`config.mk`:
```
export PLATFORM = sky130hd
export DESIGN_NAME = tbrl_core
export DESIGN_NICKNAME = d
export VERILOG_FILES = /design/src/sv/tbrl_pkg.sv /design/src/sv/tbrl_core.sv
export SDC_FILE = /design/constraint.sdc
export NUM_CORES = 2
export LEC_CHECK = 0
export BUFFER_PORTS_ARGS = -buffer_cell sky130_fd_sc_hd__buf_2
export CELL_PAD_IN_SITES_DETAIL_PLACEMENT = 0
export CELL_PAD_IN_SITES_GLOBAL_PLACEMENT = 2
export CORE_UTILIZATION = 43
export CTS_CLUSTER_DIAMETER = 100
export DETAILED_ROUTE_END_ITERATION = 8
export PLACE_DENSITY = 0.95
export SLEW_MARGIN = 25
export SYNTH_ARGS = -nofsm -noshare
export SYNTH_HDL_FRONTEND = slang
export SYNTH_SLANG_ARGS = --single-unit
```
`constraint.sdc`:
```
create_clock -name aclk -period 76.9 [get_ports aclk]
set_input_delay 15.38 -clock aclk [delete_from_list [all_inputs] [get_ports aclk]]
set_output_delay 15.38 -clock aclk [all_outputs]
set_load 0.01 [all_outputs]
```
`src/sv/tbrl_pkg.sv`:
```
// ----------------------------------------------------------------------------
// Token bucket rate limiter package
// Widths, register map, item types and the start level table helper.
// ----------------------------------------------------------------------------
package tbrl_pkg;

    localparam int FRAC_BITS_DEF = 16;
    localparam int TIME_BITS_DEF = 48;

    localparam int LEVEL_W   = 48;
    localparam int BYTE_W    = 24;
    localparam int RATE_W    = 32;
    localparam int PCT_W     = 8;
    localparam int TICK_W    = 48;

    localparam int APB_ADDR_W = 4;
    localparam int APB_DATA_W = 32;

    // size * percent, and its quotient by 25
    localparam int PROD_W = BYTE_W + PCT_W;
    localparam int QUOT_W = 28;

    // floor(p / 25) == (p * ceil(2^37 / 25)) >> 37 for every 32-bit p
    localparam int          PctDiv      = 25;
    localparam int          RecipShift  = 37;
    localparam int          RECIP_W     = 33;
    localparam logic [32:0] RECIP_PCT   = 33'h1_47AE_147B;

    localparam int TAB_DEPTH = 32;
    localparam int TAB_IDX_W = 5;

    localparam logic [PCT_W-1:0] PCT_RESET = 8'd100;

    // settle count loaded on reset and on each register write while the start level pipeline catches up
    localparam logic [1:0] SETTLE_CYCLES = 2'd2;

    typedef enum logic [1:0] {
        REG_RATE  = 2'd0,
        REG_SIZE  = 2'd1,
        REG_PCT   = 2'd2,
        REG_UNLIM = 2'd3
    } reg_idx_t;

    typedef enum logic [1:0] {
        KIND_START   = 2'd0,
        KIND_REFILL  = 2'd1,
        KIND_CONSUME = 2'd2,
        KIND_ASK     = 2'd3
    } kind_t;

    typedef struct packed {
        kind_t              kind;
        logic [TICK_W-1:0]  now_ticks;
        logic [BYTE_W-1:0]  amount;
    } in_item_t;

    typedef struct packed {
        logic               may_write;
        logic [BYTE_W-1:0]  granted;
        logic [BYTE_W-1:0]  level_bytes;
    } out_item_t;

    typedef struct packed {
        logic [RATE_W-1:0]  rate;
        logic [BYTE_W-1:0]  size;
        logic               unlimited;
        logic [LEVEL_W-1:0] start_level;
    } cfg_t;

    // floor(r * 2^k / 25), evaluated at elaboration for the remainder table
    function automatic longint unsigned frac_tab_entry(int unsigned r, int unsigned k);
        longint unsigned num;
        num = longint'(r) << k;
        return num / PctDiv;
    endfunction

endpackage

```
`src/sv/tbrl_core.sv`:
```
// ----------------------------------------------------------------------------
// Token bucket core
// Holds level and last refill time, computes one result per item.
// ----------------------------------------------------------------------------
module tbrl_core import tbrl_pkg::*; #(
    parameter int FRAC_BITS = FRAC_BITS_DEF,
    parameter int TIME_BITS = TIME_BITS_DEF
) (
    input  logic      aclk,
    input  logic      aresetn,
    input  logic      fire,
    input  in_item_t  item,
    input  cfg_t      cfg,
    output out_item_t result
);

    logic [LEVEL_W-1:0]   level_reg;
    logic [LEVEL_W-1:0]   level_next;
    logic [TIME_BITS-1:0] last_time_reg;
    logic [TIME_BITS-1:0] last_time_next;

    logic [TIME_BITS-1:0] now_t;
    logic [TIME_BITS-1:0] elapsed;
    logic [63:0]          elapsed_ext;
    logic                 big;
    logic [63:0]          prod;
    logic [63:0]          one;
    logic [LEVEL_W-1:0]   cap;
    logic [LEVEL_W-1:0]   gain;
    logic                 refill_take;
    logic                 above_cap;
    logic [LEVEL_W:0]     refill_sum;
    logic [LEVEL_W-1:0]   refill_level;
    logic [LEVEL_W-1:0]   sub;
    logic [LEVEL_W-1:0]   consume_level;
    logic [LEVEL_W-1:0]   whole_now;
    logic [LEVEL_W-1:0]   whole_next;
    logic                 may;
    logic [BYTE_W-1:0]    granted;

    assign now_t       = TIME_BITS'(item.now_ticks);
    assign elapsed     = now_t - last_time_reg;
    assign elapsed_ext = 64'(elapsed);
    assign big         = (elapsed_ext[63:32] != '0);
    assign prod        = 64'(elapsed_ext[31:0]) * 64'(cfg.rate);
    assign one         = 64'(1) << FRAC_BITS;
    assign cap         = LEVEL_W'(cfg.size) << FRAC_BITS;

    // Skip refills worth under one byte so the fraction keeps accruing
    assign refill_take = !cfg.unlimited && (cfg.rate != '0) && (elapsed != '0)
                         && (big || (prod >= one));
    assign gain = (big || (prod > 64'(cap))) ? cap : prod[LEVEL_W-1:0];

    assign above_cap    = (level_reg > cap);
    assign refill_sum   = {1'b0, level_reg} + {1'b0, gain};
    assign refill_level = (refill_sum > {1'b0, cap}) ? cap : refill_sum[LEVEL_W-1:0];

    assign sub           = LEVEL_W'(item.amount) << FRAC_BITS;
    assign consume_level = (level_reg > sub) ? (level_reg - sub) : '0;

    assign whole_now = level_reg >> FRAC_BITS;

    always_comb begin
        level_next     = level_reg;
        last_time_next = last_time_reg;
        may            = 1'b0;
        granted        = '0;
        case (item.kind)
            KIND_START: begin
                level_next     = cfg.start_level;
                last_time_next = now_t;
            end
            KIND_REFILL: begin
                if (refill_take) begin
                    last_time_next = now_t;
                    // leave an initial burst above capacity to drain
                    if (!above_cap) begin
                        level_next = refill_level;
                    end
                end
            end
            KIND_CONSUME: begin
                if ((item.amount != '0) && !cfg.unlimited) begin
                    level_next = consume_level;
                end
            end
            KIND_ASK: begin
                if (cfg.unlimited) begin
                    may     = 1'b1;
                    granted = item.amount;
                end else if (whole_now != '0) begin
                    may     = 1'b1;
                    granted = (LEVEL_W'(item.amount) < whole_now) ? item.amount
                                                                  : whole_now[BYTE_W-1:0];
                end
            end
            default: ;
        endcase
    end

    assign whole_next = level_next >> FRAC_BITS;

    assign result.may_write   = may;
    assign result.granted     = granted;
    assign result.level_bytes = (whole_next > LEVEL_W'({BYTE_W{1'b1}})) ? '1
                                                                        : whole_next[BYTE_W-1:0];

    always_ff @(posedge aclk) begin
        if (!aresetn) begin
            level_reg     <= '0;
            last_time_reg <= '0;
        end else if (fire) begin
            level_reg     <= level_next;
            last_time_reg <= last_time_next;
        end
    end

endmodule

```
==> impl_results.md <==
- Post-Route WL: 166400 um
- DRT Pass-1 Iters: 6
- HP Class: flop to flop
- Width of the die: 344.0 um
- Die Height: 344.0 um
- Dpl hpwl: 135400 um
- CP arrival: 34.57 ns
- DR WL/cell: 21.63 um
- Max-slew headroom at the worst pin: 31.02%
- Clk_lat worst skew: 0.40 ns
- Seq cells post-synth: 96
- Gate Count Post-Synth: 6204
- H-tree levels: 3
- Post-synthesis sequential area ratio: 3.821%
- Req. time, crit path: 61.52 ns
- GP Congestion: 0.9898
- Reg2Reg Setup Slack: 58.00 ns
- Syn avg cell area: 8.107 sq um
- Starting density of the core: 43.34%
- CTS tree: built
- Worst slack, placed: 27.36 ns
- Maximum fanout along the worst path: 36
- Row count: 125
- GRT Util Overall: 28.76%
- Worst-case clock buffer depth: 2
- Drt drc: 0
- Hold Path Origin: last_time_reg[39]$_SDFFE_PN0P_
- Max Clock Skew: 0.01189 ns
- Root Buffer: clkbuf_16
- Congestion Overflow GR: 0
- CORE AREA: 0.1160 sq mm
- DRT iter0 DRCs: 2883
- Largest net degree at the start of global routing: 55
- Hold_buf cts: 0
- Die footprint: 0.1183 sq mm
- Synthesized cell area: 0.05030 sq mm
- Maximum capacitance violations: 0
- Slowest CP cell: a221oi_1
- Final period utilization: 64.95%
- Port bufs: 230
- Number of enable flip-flop cells after synthesis: 0
- Clk sink count: 96
- Commonest non-fill, non-tap cell in the layout: inv_1
- Finish-stage setup viols: 0
- I/O pin cnt: 231
- Worst Tran Pin Value: 1.035 ns
- Vias in the first global route: 45770
- Hold depth: 2
- Post-DRT Antenna Nets: 0
- Fmax: 0.02002 GHz
- R2R cell count: 64
- CTS clk-pin slew, worst paths: 0.07 ns
- Hold endpoint: last_time_reg[39]$_SDFFE_PN0P_
- Initial antenna violation count: 9
- Asr flop ratio synth: 0%
- Launching element type of the critical path: primary input
- Final WS setup: 26.95 ns
- Worst Setup End Kind: primary output
- First-pass GRT wire length: 265200 um
- CP most frequent cell: fa_1
- Final Max Slew Viols: 0
- Final hold vios: 0
- Outcome: finished, final reports clean
- Crit-path max cell delay: 0.78 ns
- Minimum clock period: 49.95 ns
- Most frequent cells in the layout: 1089 x inv_1, 899 x fa_1, 766 x nand2_1
- RSZ-0062 raised after global routing: false
- Final nets: 7720
- Area Overhead vs Synth: 5.535%
- Post-synthesis cell type count: 104
- R2r endpoint: level_reg[17]$_SDFFE_PN0P_
- Vias per cell: 5.641
- RR Startpoint: last_time_reg[2]$_SDFFE_PN0P_
- Final hold slack: 0.4757 ns
- Yosys warns: 0
- Share of post-route cells with drive strength above 1: 7.185%
- Predominant post-synthesis flop cell: dfxtp_1
- Cts bufs inserted: 9
- Kind of critical path: primary input to primary output
- Post-CTS setup buffer count: 0
- Setup TNS Final: 0 ns
- Via count: 43400
- Post-CTS Resized: 0
==> metal layers <==
layer / up-vias / track usage (%) / wire (um)
met5: - / 0 / 66
met4: 10 / 7.541 / 4314
met3: 232 / 3.423 / 9245
met2: 1376 / 48.42 / 79030
met1: 21980 / 39.06 / 73740
li1: 19800 / - / -
==> critical path: cells and delay by family <==
family	cells	cell delay (ns)
AO/OA/AOI/OAI	17	6.43
adder cells (fa/ha/maj)	14	5.76
AND/OR/NAND/NOR	25	4.88
buffers and inverters	8	0.83
XOR/XNOR	2	0.74
multiplexers	1	0.43
==> worst max path at each step <==
stage / cells past startpoint / slack (ns) / endpoint / startpoint
finish: 67 / 26.95 / result[16] / item[24]
floorplan: 69 / 30.97 / result[10] / item[24]
detailed placement: 67 / 27.36 / result[13] / item[24]
global route: 68 / 26.03 / result[16] / item[24]
CTS: 67 / 27.26 / result[13] / item[24]
global placement: 65 / 27.33 / result[13] / item[24]
==> final cells by class <==
class / count / area (sq um)
Clock inverter: 5 / 38.79
Antenna cell: 4 / 10.01
Sequential cell: 96 / 1922
Inverter: 1091 / 4095
Tap cell: 1524 / 1907
Clock buffer: 11 / 252.7
Fill cell: 11680 / 62970
Timing Repair Buffer: 287 / 1579
Multi-Input combinational cell: 4676 / 43280
==> synth_stat cells, types with 25 or more instances <==
| cell | number | area (sq um) |
|---|---|---|
| nor3_1 | 74 | 370.4 |
| o211ai_1 | 29 | 217.7 |
| and2_1 | 496 | 3103 |
| fa_1 | 899 | 18000 |
| xor2_1 | 58 | 508.0 |
| nand2_1 | 766 | 2875 |
| nor4_1 | 45 | 281.5 |
| o21bai_1 | 36 | 270.3 |
| dfxtp_1 | 96 | 1922 |
| xnor2_1 | 87 | 762.0 |
| a211oi_1 | 61 | 457.9 |
| mux2_2 | 45 | 506.7 |
| a21oi_1 | 341 | 1707 |
| nand3_1 | 114 | 570.6 |
| a21o_1 | 89 | 668.1 |
| nand4_1 | 87 | 544.3 |
| or3_1 | 27 | 168.9 |
| nor2b_1 | 67 | 419.2 |
| clkbuf_1 | 318 | 1194 |
| nand2b_1 | 45 | 281.5 |
| and3_1 | 29 | 181.4 |
| o21ai_0 | 206 | 1031 |
| inv_1 | 1089 | 4088 |
| nor2_1 | 220 | 825.8 |
| o21a_1 | 34 | 255.2 |
| ha_1 | 478 | 5981 |
| a31oi_1 | 25 | 156.4 |
==> cell families (layout without fill, tap and decap cells) <==
logic type	after synthesis	count (layout)	synth area share (%)
muxes	64	64	1.435
and+or+nand+nor	2037	2037	20.30
buffers and inverters	1439	1394	10.81
other	1	12	0.007456
xor gates and xnor gates	145	145	2.525
AOI/OAI and AO/OA	1045	1045	13.43
adders and majority gates	1377	1377	47.67
DFF	96	96	3.821
==> per-stage QoR <==
step | utilization, % | instance area, sq um | instances
global placement | 45.48 | 52780 | 7674
CTS | 45.73 | 53070 | 7690
finish | 45.74 | 53080 | 7694
global route | 45.73 | 53070 | 7690
detailed placement | 45.48 | 52780 | 7674
floorplan | - | 50320 | 6211
Power is left out: the tool's default activity adds up to more than one toggle a clock period on the data nets, which glitch-free logic cannot reach.
